--- src/hw/rtl/atfte_pkg.sv ---
package atfte_pkg;

  localparam int BUF_W = 13;
  localparam logic [BUF_W-1:0] BUF_RESET = 13'd256;
  localparam int MAX_BUFFER_BYTES_DEF = 4096;

  localparam logic [7:0] CHAR_NUL = 8'h00;
  localparam logic [7:0] CHAR_NEWLINE = 8'h0A;

  localparam logic [1:0] ST_DATA = 2'd0;
  localparam logic [1:0] ST_TERM = 2'd1;
  localparam logic [1:0] ST_OVF  = 2'd2;

  typedef struct packed {
    logic [7:0] data;
    logic [1:0] status;
    logic       last;
  } result_t;

  // Results made from one input byte, handed to the output stage.
  typedef struct packed {
    logic    first;
    logic    second;
    result_t r0;
    result_t r1;
  } push_t;

  typedef struct packed {
    logic        hit;
    logic [15:0] code;
  } sym_t;

  function automatic sym_t sym_lookup(input logic [7:0] c);
    sym_t s;
    s.hit = 1'b1;
    unique case (c)
      8'h20: s.code = 16'h8140; // space
      8'h21: s.code = 16'h8149; // !
      8'h22: s.code = 16'h8168; // "
      8'h23: s.code = 16'h8194; // #
      8'h24: s.code = 16'h8190; // $
      8'h25: s.code = 16'h8193; // %
      8'h26: s.code = 16'h8195; // &
      8'h28: s.code = 16'h8169; // (
      8'h29: s.code = 16'h816A; // )
      8'h5B: s.code = 16'h816D; // [
      8'h5D: s.code = 16'h816E; // ]
      8'h2A: s.code = 16'h8196; // *
      8'h2B: s.code = 16'h817B; // +
      8'h27: s.code = 16'h8166; // '
      8'h2C: s.code = 16'h8143; // ,
      8'h2D: s.code = 16'h817C; // -
      8'h2F: s.code = 16'h815E; // /
      8'h3A: s.code = 16'h8146; // :
      8'h3B: s.code = 16'h8147; // ;
      8'h3D: s.code = 16'h8181; // =
      8'h3F: s.code = 16'h8148; // ?
      8'h40: s.code = 16'h8197; // @
      8'h5F: s.code = 16'h8151; // _
      default: begin
        s.hit  = 1'b0;
        s.code = 16'h0000;
      end
    endcase
    return s;
  endfunction

endpackage

--- src/hw/rtl/atfte_core.sv ---
module atfte_core #(
  parameter int MAX_BUFFER_BYTES = atfte_pkg::MAX_BUFFER_BYTES_DEF
) (
  input  logic                       clk,
  input  logic                       rst,
  input  logic                       in_valid,
  output logic                       in_stall,
  input  logic [7:0]                 in_char,
  input  logic                       buffer_bytes_we,
  input  logic [atfte_pkg::BUF_W-1:0] buffer_bytes,
  input  logic                       room,
  output atfte_pkg::push_t           push
);
  import atfte_pkg::*;

  localparam int CNT_W  = $clog2(MAX_BUFFER_BYTES);
  localparam int LIM_W0 = $clog2(MAX_BUFFER_BYTES + 1);
  localparam int LW     = ((LIM_W0 > BUF_W) ? LIM_W0 : BUF_W) + 1;

  logic [BUF_W-1:0] buf_size;
  logic [7:0]       char_q;
  logic             char_valid;
  logic [CNT_W-1:0] count;
  logic [CNT_W-1:0] count_next;
  logic             failed;
  logic             failed_next;
  logic             process;
  logic [LW-1:0]    limit;
  logic [LW-1:0]    size_ext;
  logic             is_alnum;
  sym_t             sym;
  logic             two_byte;

  assign process  = char_valid && room;
  assign in_stall = char_valid && !room;

  always_ff @(posedge clk) begin
    if (rst) begin
      buf_size   <= BUF_RESET;
      char_valid <= 1'b0;
      count      <= '0;
      failed     <= 1'b0;
    end else begin
      if (buffer_bytes_we) begin
        buf_size <= buffer_bytes;
      end
      if (in_valid && !in_stall) begin
        char_q     <= in_char;
        char_valid <= 1'b1;
      end else if (process) begin
        char_valid <= 1'b0;
      end
      if (process) begin
        count  <= count_next;
        failed <= failed_next;
      end
    end
  end

  assign size_ext = LW'(buf_size);
  assign limit = (size_ext > LW'(MAX_BUFFER_BYTES)) ? LW'(MAX_BUFFER_BYTES) : size_ext;

  assign is_alnum = (char_q >= "0" && char_q <= "9") || (char_q >= "A" && char_q <= "Z") ||
                    (char_q >= "a" && char_q <= "z");
  assign sym      = sym_lookup(char_q);
  assign two_byte = sym.hit && !is_alnum;

  always_comb begin
    push        = '0;
    count_next  = count;
    failed_next = failed;
    if (char_q == CHAR_NUL) begin
      count_next  = '0;
      failed_next = 1'b0;
      if (!failed) begin
        push.first     = 1'b1;
        push.r0.status = ST_TERM;
        push.r0.last   = 1'b1;
      end
    end else if (!failed && char_q != CHAR_NEWLINE) begin
      if (two_byte) begin
        if (LW'(count) + LW'(3) >= limit) begin
          failed_next    = 1'b1;
          push.first     = 1'b1;
          push.r0.status = ST_OVF;
          push.r0.last   = 1'b1;
        end else begin
          push.first   = 1'b1;
          push.second  = 1'b1;
          push.r0.data = sym.code[15:8];
          push.r1.data = sym.code[7:0];
          count_next   = count + CNT_W'(2);
        end
      end else begin
        if (LW'(count) + LW'(2) >= limit) begin
          failed_next    = 1'b1;
          push.first     = 1'b1;
          push.r0.status = ST_OVF;
          push.r0.last   = 1'b1;
        end else begin
          push.first   = 1'b1;
          push.r0.data = char_q;
          count_next   = count + CNT_W'(1);
        end
      end
    end
    if (!process) begin
      push.first  = 1'b0;
      push.second = 1'b0;
    end
  end

endmodule

--- src/hw/rtl/atfte_out.sv ---
module atfte_out (
  input  logic             clk,
  input  logic             rst,
  input  atfte_pkg::push_t push,
  output logic             room,
  output logic             out_valid,
  input  logic             out_stall,
  output logic [7:0]       out_byte,
  output logic [1:0]       out_status,
  output logic             out_last
);
  import atfte_pkg::*;

  result_t out_q;
  result_t pend_q;
  logic    pend_valid;
  logic    out_take;

  assign out_take = out_valid && !out_stall;
  // A new pair goes in only when the second-byte slot is free and the output frees up now.
  assign room = !pend_valid && (!out_valid || !out_stall);

  always_ff @(posedge clk) begin
    if (rst) begin
      out_valid  <= 1'b0;
      pend_valid <= 1'b0;
    end else begin
      if (push.first) begin
        out_q      <= push.r0;
        out_valid  <= 1'b1;
        pend_q     <= push.r1;
        pend_valid <= push.second;
      end else if (pend_valid && (out_take || !out_valid)) begin
        out_q      <= pend_q;
        out_valid  <= 1'b1;
        pend_valid <= 1'b0;
      end else if (out_take) begin
        out_valid <= 1'b0;
      end
    end
  end

  assign out_byte   = out_q.data;
  assign out_status = out_q.status;
  assign out_last   = out_q.last;

endmodule

--- src/hw/rtl/ascii_to_fullwidth_text_encoder_unit.sv ---
// Channel  Direction  Handshake            Payload
// in       input      in_valid / in_stall  in_char
// out      output     out_valid / out_stall out_byte, out_status, out_last
// cfg      input      buffer_bytes_we      buffer_bytes
//
// An input byte is held in an input register and encoded into the output register once the
// output has room, so each result passes through the input register and then the output
// register before it transfers out.
// The output register sends one byte per cycle while out_stall is low; a plain input byte
// gives one byte and a full-width symbol two, whose low byte waits in a second-byte register.
// rst is synchronous; it clears the count, the overflow flag, all three valid bits and sets the
// buffer size to 256. A stall on the output backs up into in_stall once the input holds a byte.
module ascii_to_fullwidth_text_encoder_unit #(
  parameter int MAX_BUFFER_BYTES = atfte_pkg::MAX_BUFFER_BYTES_DEF
) (
  input  logic                        clk,
  input  logic                        rst,
  input  logic                        in_valid,
  output logic                        in_stall,
  input  logic [7:0]                  in_char,
  input  logic                        buffer_bytes_we,
  input  logic [atfte_pkg::BUF_W-1:0] buffer_bytes,
  output logic                        out_valid,
  input  logic                        out_stall,
  output logic [7:0]                  out_byte,
  output logic [1:0]                  out_status,
  output logic                        out_last
);
  import atfte_pkg::*;

  push_t push;
  logic  room;

  atfte_core #(
    .MAX_BUFFER_BYTES(MAX_BUFFER_BYTES)
  ) u_core (
    .clk            (clk),
    .rst            (rst),
    .in_valid       (in_valid),
    .in_stall       (in_stall),
    .in_char        (in_char),
    .buffer_bytes_we(buffer_bytes_we),
    .buffer_bytes   (buffer_bytes),
    .room           (room),
    .push           (push)
  );

  atfte_out u_out (
    .clk       (clk),
    .rst       (rst),
    .push      (push),
    .room      (room),
    .out_valid (out_valid),
    .out_stall (out_stall),
    .out_byte  (out_byte),
    .out_status(out_status),
    .out_last  (out_last)
  );

`ifndef SYNTH
  a_rst_clears_out: assert property (@(posedge clk) rst |=> !out_valid)
    else $error("output valid after reset");

  a_status_code: assert property (@(posedge clk) disable iff (rst)
    out_valid |-> (out_status == ST_DATA || out_status == ST_TERM || out_status == ST_OVF))
    else $error("undefined status code");

  a_last_matches_status: assert property (@(posedge clk) disable iff (rst)
    out_valid |-> (out_last == (out_status != ST_DATA)))
    else $error("last flag does not match status");

  a_end_byte_zero: assert property (@(posedge clk) disable iff (rst)
    (out_valid && out_status != ST_DATA) |-> (out_byte == 8'h00))
    else $error("nonzero byte on terminator or overflow");
`endif

endmodule

--- config.mk ---
export PLATFORM = sky130hd
export DESIGN_NAME = ascii_to_fullwidth_text_encoder_unit
export DESIGN_NICKNAME = d
export VERILOG_FILES = /design/src/hw/rtl/atfte_pkg.sv /design/src/hw/rtl/atfte_core.sv /design/src/hw/rtl/atfte_out.sv /design/src/hw/rtl/ascii_to_fullwidth_text_encoder_unit.sv
export SDC_FILE = /design/constraint.sdc
export NUM_CORES = 1
export LEC_CHECK = 0
export ABC_CLOCK_PERIOD_IN_PS = 7330
export BUFFER_PORTS_ARGS = -buffer_cell sky130_fd_sc_hd__buf_4
export CAP_MARGIN = 20
export CORE_ASPECT_RATIO = 1.5
export CORE_MARGIN = 2
export CORE_UTILIZATION = 30
export DETAILED_ROUTE_END_ITERATION = 12
export GPL_ROUTABILITY_DRIVEN = 0
export PLACE_DENSITY = 0.49
export SYNTH_ARGS = -nofsm -noshare
export SYNTH_HDL_FRONTEND = slang
export SYNTH_SLANG_ARGS = --single-unit
export TNS_END_PERCENT = 100
--- constraint.sdc ---
create_clock -name clk -period 7.33 [get_ports clk]
set_input_delay 0.3665 -clock clk [delete_from_list [all_inputs] [get_ports clk]]
set_output_delay 0.3665 -clock clk [all_outputs]
set_load 0.03 [all_outputs]
==> insert_results.sql, run 1 <==
INSERT INTO impl_metrics (metric_group, metric, value, unit) VALUES
('finish', 'fraction_of_final_layout_cells_with_drive_strength_greater_than_1', '13.5', '%'),
('grt', 'grt_start_max_net_pins', '28', ''),
('worst_setup_path', 'critical_path.max_stage_delay', '0.51', 'ns'),
('grt', 'antenna_found_initial', '0', ''),
('sta', 'finalSetupTns', '0', 'ns'),
('cts', 'post_cts.repair.setup_buffers', '0', ''),
('sta', 'timing.max_slew.rel_slack', '30.6', '%'),
('worst_setup_path', 'crit_path_start_kind', 'register', ''),
('worst_setup_path', 'regToRegStartpoint', 'u_core.count[4]$_SDFFE_PP0P_', ''),
('yosys', 'synth.yosys.warnings', '0', ''),
('worst_setup_path', 'worstPathCellList', 'nand4_1 > nor2_1 > nand2_1 > or3_1 > xnor2_1 > ha_1 > a21o_1 > a211oi_1 > o2bb2ai_1 > a31oi_1 > or3_4 > a21oi_4 > nand2b_1 > o211ai_1', ''),
('sta', 'timing_worst_slew_pin_value', '1.04', 'ns'),
('placement', 'port-buffer-count', '38', ''),
('min_path', 'hp-class', 'input port to register', ''),
('detailed_routing', 'route.detailed.wl_per_inst', '16.7', 'µm'),
('cts', 'cts_root_buffer', 'sky130_fd_sc_hd__clkbuf_16', ''),
('cts', 'clock_sink_count', '56', ''),
('worst_setup_path', 'crit_arrival', '4.33', 'ns'),
('cts', 'ctsHtreeMaxLevel', '2', ''),
('cts', 'clk_transition_reported_paths', '0.07', 'ns'),
('power', 'power_per_cell_area', '168', 'nW/µm²'),
('yosys', 'number_of_distinct_library_cells_after_synthesis', '71', ''),
('grt', 'grt-ovfl-total', '0', ''),
('worst_setup_path', 'setup.worst_path.class', 'register to register', ''),
('die', 'rows', '52', ''),
('worst_setup_path', 'data_required_time_at_the_worst_endpoint', '7.51', 'ns'),
('grt', 'grt_pass1_vias', '3501', ''),
('detailed_routing', 'ant_nets', '0', ''),
('detailed_routing', 'vias', '3529', ''),
('sta', 'clock_skew', '0.00860', 'ns'),
('sta', 'finalSetupViolations', '0', ''),
('detailed_routing', 'highest_layer', 'met4', ''),
('die', 'die_w', '99.6', 'µm'),
('die', 'floorplan.die_area', '14700', 'µm²'),
('sta', 'number_of_endpoints_with_negative_hold_slack_in_the_final_report', '0', ''),
('worst_setup_path', 'worst_r2r_endpoint', 'u_core.count[3]$_SDFFE_PP0P_', ''),
('placement', 'pre_cts_ws', '3.21', 'ns'),
('detailed_routing', 'wl_met1', '4010', 'µm'),
('worst_setup_path', 'worstSetupEndpoint', 'u_core.count[3]$_SDFFE_PP0P_', ''),
('detailed_routing', 'drt_iter0_markers', '144', ''),
('sta', 'setup_slack_after_layout', '3.18', 'ns'),
('die', 'start_util', '30.5', '%'),
('yosys', 'synth.yosys.seq_area_share', '33.8', '%'),
('worst_setup_path', 'critical_path.slowest_cell', 'sky130_fd_sc_hd__dfxtp_1', ''),
('cts', 'cts-buffers-inserted', '5', ''),
('die', 'fp.dieH', '147', 'µm'),
('finish', 'regArea', '1390', 'µm²'),
('worst_setup_path', 'reg2reg_depth', '14', ''),
('yosys', 'synthArstFlopShare', '0', '%'),
('cts', 'cts.path.max_buffers', '2', ''),
('detailed_routing', 'detail_route.wirelength', '11000', 'µm'),
('yosys', 'mappedNetlistNets', '528', ''),
('sta', 'fmaxAchievable', '241', 'MHz'),
('grt', 'grt_pass1_wl', '17600', 'µm'),
('yosys', 'postSynthCellCount', '478', ''),
('die', 'core', '13500', 'µm²'),
('finish', 'antenna-diode-count', '0', ''),
('yosys', 'synth.ff_latch_count', '56', ''),
('sta', 'rsz0062_at_grt', 'false', ''),
('finish', 'design.final.nets', '544', ''),
('detailed_routing', 'drtPass1Iterations', '4', ''),
('detailed_routing', 'route.detailed.drc', '0', ''),
('worst_setup_path', 'start_point_of_the_critical_path', 'u_core.count[4]$_SDFFE_PP0P_', ''),
('power', 'p_leak', '1.69', 'nW'),
('cts', 'clk-insertion-delay-late', '0.30', 'ns'),
('run_status', 'run_status', 'finished, final reports clean', ''),
('worst_setup_path', 'crit_path_max_fanout', '15', ''),
('detailed_routing', 'post_drt_via_cell_ratio', '5.37', ''),
('finish', 'layout-area-overhead-vs-synth', '10.4', '%'),
('run', 'drv.max_cap_violation_count', '0', ''),
('finish', 'fillerInstances', '1403', '');
[cells by family after synthesis]
kind of cell               share of synthesized area (%)
adders and majority gates                           7.54
DFF                                                 33.8
buffers and inverters                               6.63
muxes                                               3.92
xor gates and xnor gates                            5.75
AOI/OAI and AO/OA                                   17.9
and+or+nand+nor                                     24.4
[cell usage after synthesis (11+ instances only)]
cell                       count  area, µm²
sky130_fd_sc_hd__buf_6        11        124
sky130_fd_sc_hd__dfxtp_1      29        581
sky130_fd_sc_hd__mux2i_1      15        150
sky130_fd_sc_hd__nor2_1       52        195
sky130_fd_sc_hd__xnor2_1      21        184
sky130_fd_sc_hd__nand2_1      56        210
sky130_fd_sc_hd__inv_1        12       45.0
sky130_fd_sc_hd__ha_1         24        300
sky130_fd_sc_hd__a21oi_1      23        115
sky130_fd_sc_hd__nand3_1      17       85.1
sky130_fd_sc_hd__edfxtp_1     27        811
sky130_fd_sc_hd__o21ai_0      26        130
sky130_fd_sc_hd__nand2b_1     12       75.1
sky130_fd_sc_hd__clkbuf_1     16       60.1
[report_power, final]
part / total, mW / internal (mW) / leakage, nW / switching (mW)
registers: 0.364 / 0.344 / 0.482 / 0.0193
clock network: 0.245 / 0.135 / 0.0753 / 0.110
logic: 0.157 / 0.0669 / 1.14 / 0.0899
total: 0.765 / 0.546 / 1.69 / 0.219
[stage by stage]
step | util, % | instance area, µm² | hold WS (ns) | total power, mW | instances
6_report | 33.7 | 4540 | 0.242 | 0.765 | 657
3_5_place_dp | 32.6 | 4400 | 0.485 | 0.529 | 649
2_1_floorplan | - | 4110 | 0.452 | 0.484 | 478
3_3_place_gp | 32.6 | 4390 | 0.478 | 0.527 | 648
5_1_grt | 33.7 | 4540 | 0.233 | 0.804 | 657
4_1_cts | 33.7 | 4540 | 0.235 | 0.773 | 657
[sequential cells by signal, summed over array words and instances, names as in the netlist]
name / cells
u_core.char_valid: 1
u_out.pend_q: 8
u_core.char_q: 8
u_out.out_byte: 8
u_core.buf_size: 13
u_out.out_valid: 1
u_out.out_last: 1
u_out.pend_valid: 1
u_core.failed: 1
u_core.count: 12
u_out.out_status: 2
[placed cells by master (no fill, tap or decap), drive strengths merged, types with 4 or more instances in the layout]
| cell type | synthesis | final |
|---|---|---|
| clkbuf | 18 | 7 |
| nor3 | 4 | 4 |
| or3 | 7 | 7 |
| buf | 14 | 41 |
| xor2 | 6 | 6 |
| mux2i | 15 | 15 |
| and3 | 4 | 4 |
| nor4 | 5 | 5 |
| edfxtp | 27 | 27 |
| xnor2 | 21 | 21 |
| dfxtp | 29 | 29 |
| ha | 24 | 24 |
| a21oi | 24 | 24 |
| inv | 12 | 13 |
| nor2b | 8 | 8 |
| a211oi | 4 | 4 |
| o21a | 6 | 6 |
| o21ai | 27 | 27 |
| nor2 | 52 | 52 |
| nand3b | 5 | 5 |
| nand2 | 57 | 57 |
| o211ai | 7 | 7 |
| or2b | 4 | 4 |
| a31oi | 8 | 8 |
| a21o | 5 | 5 |
| nand4 | 8 | 8 |
| o22ai | 7 | 7 |
| nand3 | 18 | 18 |
| nand2b | 12 | 12 |
[worst min path at each step]
stage / to / slack [ns] / depth (start not counted)
final: u_core.char_q[0]$_DFFE_PP_ / 0.24 / 1
after CTS: u_core.char_q[0]$_DFFE_PP_ / 0.23 / 1
after global placement: u_core.buf_size[0]$_SDFFE_PP0P_ / 0.48 / 2
after floorplan: u_core.buf_size[0]$_SDFFE_PP0P_ / 0.45 / 2
after global routing: u_core.char_q[3]$_DFFE_PP_ / 0.23 / 1
after detailed placement: u_core.buf_size[5]$_SDFFE_PP0P_ / 0.49 / 2
[worst max-delay path, delay by kind of cell, from the launching register on]
family	cells	cell delay, ns
AOI/OAI and AO/OA	6	1.18
xor gates and xnor gates	1	0.23
adders and majority gates	1	0.30
DFF	1	0.51
and+or+nand+nor	6	1.80
[routing by layer]
layer  vias to the layer above  global-route usage (%)
met5                         -                       0
met4                         0                    9.93
met3                        42                    1.80
met2                        87                    28.9
met1                      1642                    15.2
li1                       1758                       -
[final cells by class]
| class | instances | share of cell area, % |
|---|---|---|
| Clock buffer | 7 | 3.14 |
| Timing Repair Buffer | 41 | 6.69 |
| Multi-Input combinational cell | 377 | 53.9 |
| Clock inverter | 1 | 0.0826 |
| Tap cell | 162 | 4.46 |
| Inverter | 13 | 1.07 |
| Sequential cell | 56 | 30.6 |
No activity file was read; power rests on OpenSTA's default activity.
==> run 2: changes to the inputs <==
ABC_AREA = 1   (was not set)
ABC_CLOCK_PERIOD_IN_PS = 3800   (was 7330)
PLACE_DENSITY = 0.51   (was 0.49)
clock period = 3.8 ns   (was 7.33 ns; I/O delays follow)
==> run 2 against run 1 <==
  * Clock skew up 0.0037 ns
  * Global-route usage rose by 0.76 points
  * Setup slack lost 2.9 ns
==> insert_results.sql, run 2 <==
INSERT INTO impl_metrics (metric_group, metric, value, unit) VALUES
('run_status', 'run_status', 'finished, final reports clean', ''),
('sta', 'finalSetupTns', '0', 'ns'),
('worst_setup_path', 'reg2reg_depth', '15', ''),
('worst_setup_path', 'start_point_of_the_critical_path', 'u_core.count[6]$_SDFFE_PP0P_', ''),
('die', 'rows', '51', ''),
('die', 'die_w', '98.7', 'µm'),
('grt', 'grt_pass1_wl', '18400', 'µm'),
('yosys', 'ys.flop_type', 'sky130_fd_sc_hd__dfxtp_1', ''),
('cts', 'clk-insertion-delay-late', '0.31', 'ns'),
('cts', 'cts-buffers-inserted', '5', ''),
('grt', 'antenna_found_initial', '0', ''),
('finish', 'largest_register', 'u_core.buf_size', ''),
('power', 'finalPower', '1.66', 'mW'),
('cts', 'cts_tree', 'built', ''),
('min_path', 'hp-class', 'input port to register', ''),
('placement', 'port-buffer-count', '38', ''),
('sta', 'timing_worst_slew_pin_value', '0.880', 'ns'),
('die', 'ioPinCount', '39', ''),
('die', 'core', '13100', 'µm²'),
('worst_setup_path', 'regToRegStartpoint', 'u_core.count[6]$_SDFFE_PP0P_', ''),
('grt', 'grt_start_max_net_pins', '24', ''),
('detailed_routing', 'route.detailed.drc', '0', ''),
('finish', 'design.final.nets', '643', ''),
('cts', 'number_of_buffers_added_to_fix_hold_violations_after_cts', '0', ''),
('sta', 'setup_slack_after_layout', '0.316', 'ns'),
('finish', 'fraction_of_final_layout_cells_with_drive_strength_greater_than_1', '14.6', '%'),
('sta', 'finalSetupViolations', '0', ''),
('cts', 'cts_root_buffer', 'sky130_fd_sc_hd__clkbuf_16', ''),
('sta', 'number_of_endpoints_with_negative_hold_slack_in_the_final_report', '0', ''),
('yosys', 'post-synth-top-count-cell', 'sky130_fd_sc_hd__nand2_1', ''),
('yosys', 'synth.ff_latch_count', '56', ''),
('detailed_routing', 'vias', '3701', ''),
('die', 'start_util', '30.8', '%'),
('cts', 'post_cts.repair.setup_buffers', '0', ''),
('placement', 'hpwlAfterDp', '9260', 'µm'),
('worst_setup_path', 'data_required_time_at_the_worst_endpoint', '3.93', 'ns'),
('die', 'fp.dieH', '146', 'µm'),
('yosys', 'synth.yosys.seq_area_share', '34.5', '%'),
('cts', 'clk_transition_reported_paths', '0.09', 'ns'),
('worst_setup_path', 'cp-end-kind', 'register', ''),
('worst_setup_path', 'crit_top_cell', 'sky130_fd_sc_hd__nand2_1', ''),
('sta', 'fmaxAchievable', '287', 'MHz'),
('grt', 'grt.total_usage', '16.0', '%'),
('worst_setup_path', 'critical_path.slowest_cell', 'sky130_fd_sc_hd__dfxtp_1', ''),
('sta', 'final_min_period_over_clock_period', '91.7', '%'),
('worst_setup_path', 'crit_path_start_kind', 'register', ''),
('detailed_routing', 'drt_iter0_markers', '155', ''),
('run', 'drv.max_cap_violation_count', '0', ''),
('finish', 'antenna-diode-count', '0', ''),
('detailed_routing', 'route.detailed.wl_per_inst', '15.1', 'µm'),
('detailed_routing', 'drtPass1Iterations', '4', ''),
('sta', 'rsz0062_at_grt', 'false', ''),
('finish', 'final_util', '35.3', '%'),
('sta', 'final_period_minus_worst_setup_slack', '3.48', 'ns'),
('worst_setup_path', 'ff2ff_setup_slack', '0.32', 'ns'),
('finish', 'mostFrequentLayoutCell', 'sky130_fd_sc_hd__nand2_1', ''),
('sta', 'finalMaxSlewViolations', '0', ''),
('die', 'floorplan.die_area', '14400', 'µm²'),
('sta', 'fin_hold_ws', '0.0491', 'ns'),
('yosys', 'number_of_distinct_library_cells_after_synthesis', '45', ''),
('worst_setup_path', 'worstSetupEndpoint', 'u_out.out_byte[1]$_DFFE_PP_', ''),
('detailed_routing', 'detail_route.wirelength', '11300', 'µm'),
('worst_setup_path', 'worst_r2r_endpoint', 'u_out.out_byte[1]$_DFFE_PP_', ''),
('sta', 'timing.max_slew.rel_slack', '41.1', '%'),
('power', 'power.ir.vdd_worst', '0.180', 'mV'),
('yosys', 'synth_area', '4040', 'µm²'),
('grt', 'grt_pass1_vias', '3704', ''),
('yosys', 'synth_area_leader_cell', 'sky130_fd_sc_hd__edfxtp_1', ''),
('finish', 'largestRegisters', 'u_core.buf_size x13, u_core.count x12', ''),
('sta', 'clock_skew', '0.0123', 'ns'),
('yosys', 'postSynthCellCount', '559', ''),
('yosys', 'synth.yosys.warnings', '0', ''),
('worst_setup_path', 'setup.worst_path.class', 'register to register', ''),
('power', 'power_per_cell_area', '359', 'nW/µm²'),
('detailed_routing', 'ant_nets', '0', ''),
('finish', 'layout-area-overhead-vs-synth', '14.4', '%'),
('cts', 'post_cts_resize_count', '0', ''),
('yosys', 'synthDominantCellAreaShare', '20.1', '%'),
('worst_setup_path', 'crit_path_max_fanout', '6', ''),
('worst_setup_path', 'worstPathCellList', 'nand2_1 > nor2_1 > nand2_1 > nor3_1 > nand2_1 > xor2_1 > inv_1 > ha_1 > a21o_1 > a21oi_1 > a21boi_2 > nand3_2 > inv_1 > nand2_1 > o21ai_0', ''),
('detailed_routing', 'post_drt_via_cell_ratio', '4.92', ''),
('yosys', 'synth_enable_flop_cells', '27', ''),
('yosys', 'postSynthAreaPerCell', '7.22', 'µm²'),
('min_path', 'timing.hold.worst.start', 'in_char[1]', ''),
('cts', 'clock_sink_count', '56', ''),
('placement', 'pre_cts_ws', '0.350', 'ns'),
('yosys', 'synthArstFlopShare', '0', '%'),
('yosys', 'mappedNetlistNets', '609', ''),
('grt', 'grt-ovfl-total', '0', ''),
('cts', 'cts.path.max_buffers', '2', ''),
('finish', 'largest_register_ff_count', '13', ''),
('cts', 'ctsHtreeMaxLevel', '2', ''),
('worst_setup_path', 'crit_arrival', '3.62', 'ns'),
('yosys', 'synth.cells.most_frequent', 'sky130_fd_sc_hd__nand2_1 (124), sky130_fd_sc_hd__nor2_1 (81), sky130_fd_sc_hd__inv_1 (59), sky130_fd_sc_hd__nand3_1 (44), sky130_fd_sc_hd__o21ai_0 (33)', ''),
('yosys', 'synth_area_leaders', 'sky130_fd_sc_hd__edfxtp_1 (20%), sky130_fd_sc_hd__dfxtp_1 (14%), sky130_fd_sc_hd__nand2_1 (12%)', ''),
('worst_setup_path', 'critical_path.max_stage_delay', '0.47', 'ns'),
('finish', 'most-common-layout-cells', 'sky130_fd_sc_hd__nand2_1 (124), sky130_fd_sc_hd__nor2_1 (81), sky130_fd_sc_hd__inv_1 (59)', ''),
('power', 'p_leak', '2.08', 'nW');
run 2: layer usage:
layer / vias up / part of all wire [%] / GRT usage, %
met5: - / 0 / 0
met4: 0 / 4.3 / 7.47
met3: 28 / 2.1 / 1.58
met2: 75 / 56 / 31.8
met1: 1693 / 38 / 16.1
li1: 1905 / - / -
run 2: kinds of logic (layout without fill, tap and decap cells):
family	Yosys count	after routing	share of synthesized area, %
flip-flops	56	56	34.5
XOR/XNOR	22	22	4.78
adder cells (fa/ha/maj)	24	24	7.44
buffers and inverters	80	115	8.43
AND/OR/NAND/NOR	295	295	32.9
AO/OA/AOI/OAI	82	82	11.9
run 2: power breakdown:
part           internal (mW)  leakage, nW  switching [mW]
Clock                  0.255       0.0772           0.253
Combinational          0.161         1.52           0.274
Sequential             0.674        0.483          0.0394
Total                   1.09         2.08           0.566
run 2: final cells by class:
type / count / area, µm²
inverters: 65 / 249
multi-input cells: 423 / 2300
clock inverters: 3 / 33.8
repair buffers: 42 / 315
clock buffers: 5 / 125
fillers: 1383 / 8460
flip-flops and latches: 56 / 1390
well taps: 159 / 199
run 2: how the worst min path moves through the flow:
stage,end,slack (ns),cells past startpoint
finish,u_core.char_q[1]$_DFFE_PP_,0.05,1
global route,u_core.char_q[5]$_DFFE_PP_,0.04,1
CTS,u_core.char_q[1]$_DFFE_PP_,0.05,1
detailed placement,u_core.char_q[1]$_DFFE_PP_,0.37,1
global placement,u_core.char_q[1]$_DFFE_PP_,0.37,1
floorplan,u_core.char_q[0]$_DFFE_PP_,0.29,0
run 2: per-stage QoR:
step	instances	cell area (µm²)
3_5_place_dp	745	4460
6_report	753	4620
5_1_grt	753	4620
2_1_floorplan	559	4040
4_1_cts	753	4620
3_3_place_gp	744	4450
run 2: critical path: cells and delay by family, from the launching register on:
kind	cells	cell delay, ns
buffers and inverters	2	0.29
AO/OA/AOI/OAI	4	0.85
AND/OR/NAND/NOR	7	1.17
flip-flops	1	0.47
adder cells (fa/ha/maj)	1	0.32
XOR/XNOR	1	0.20
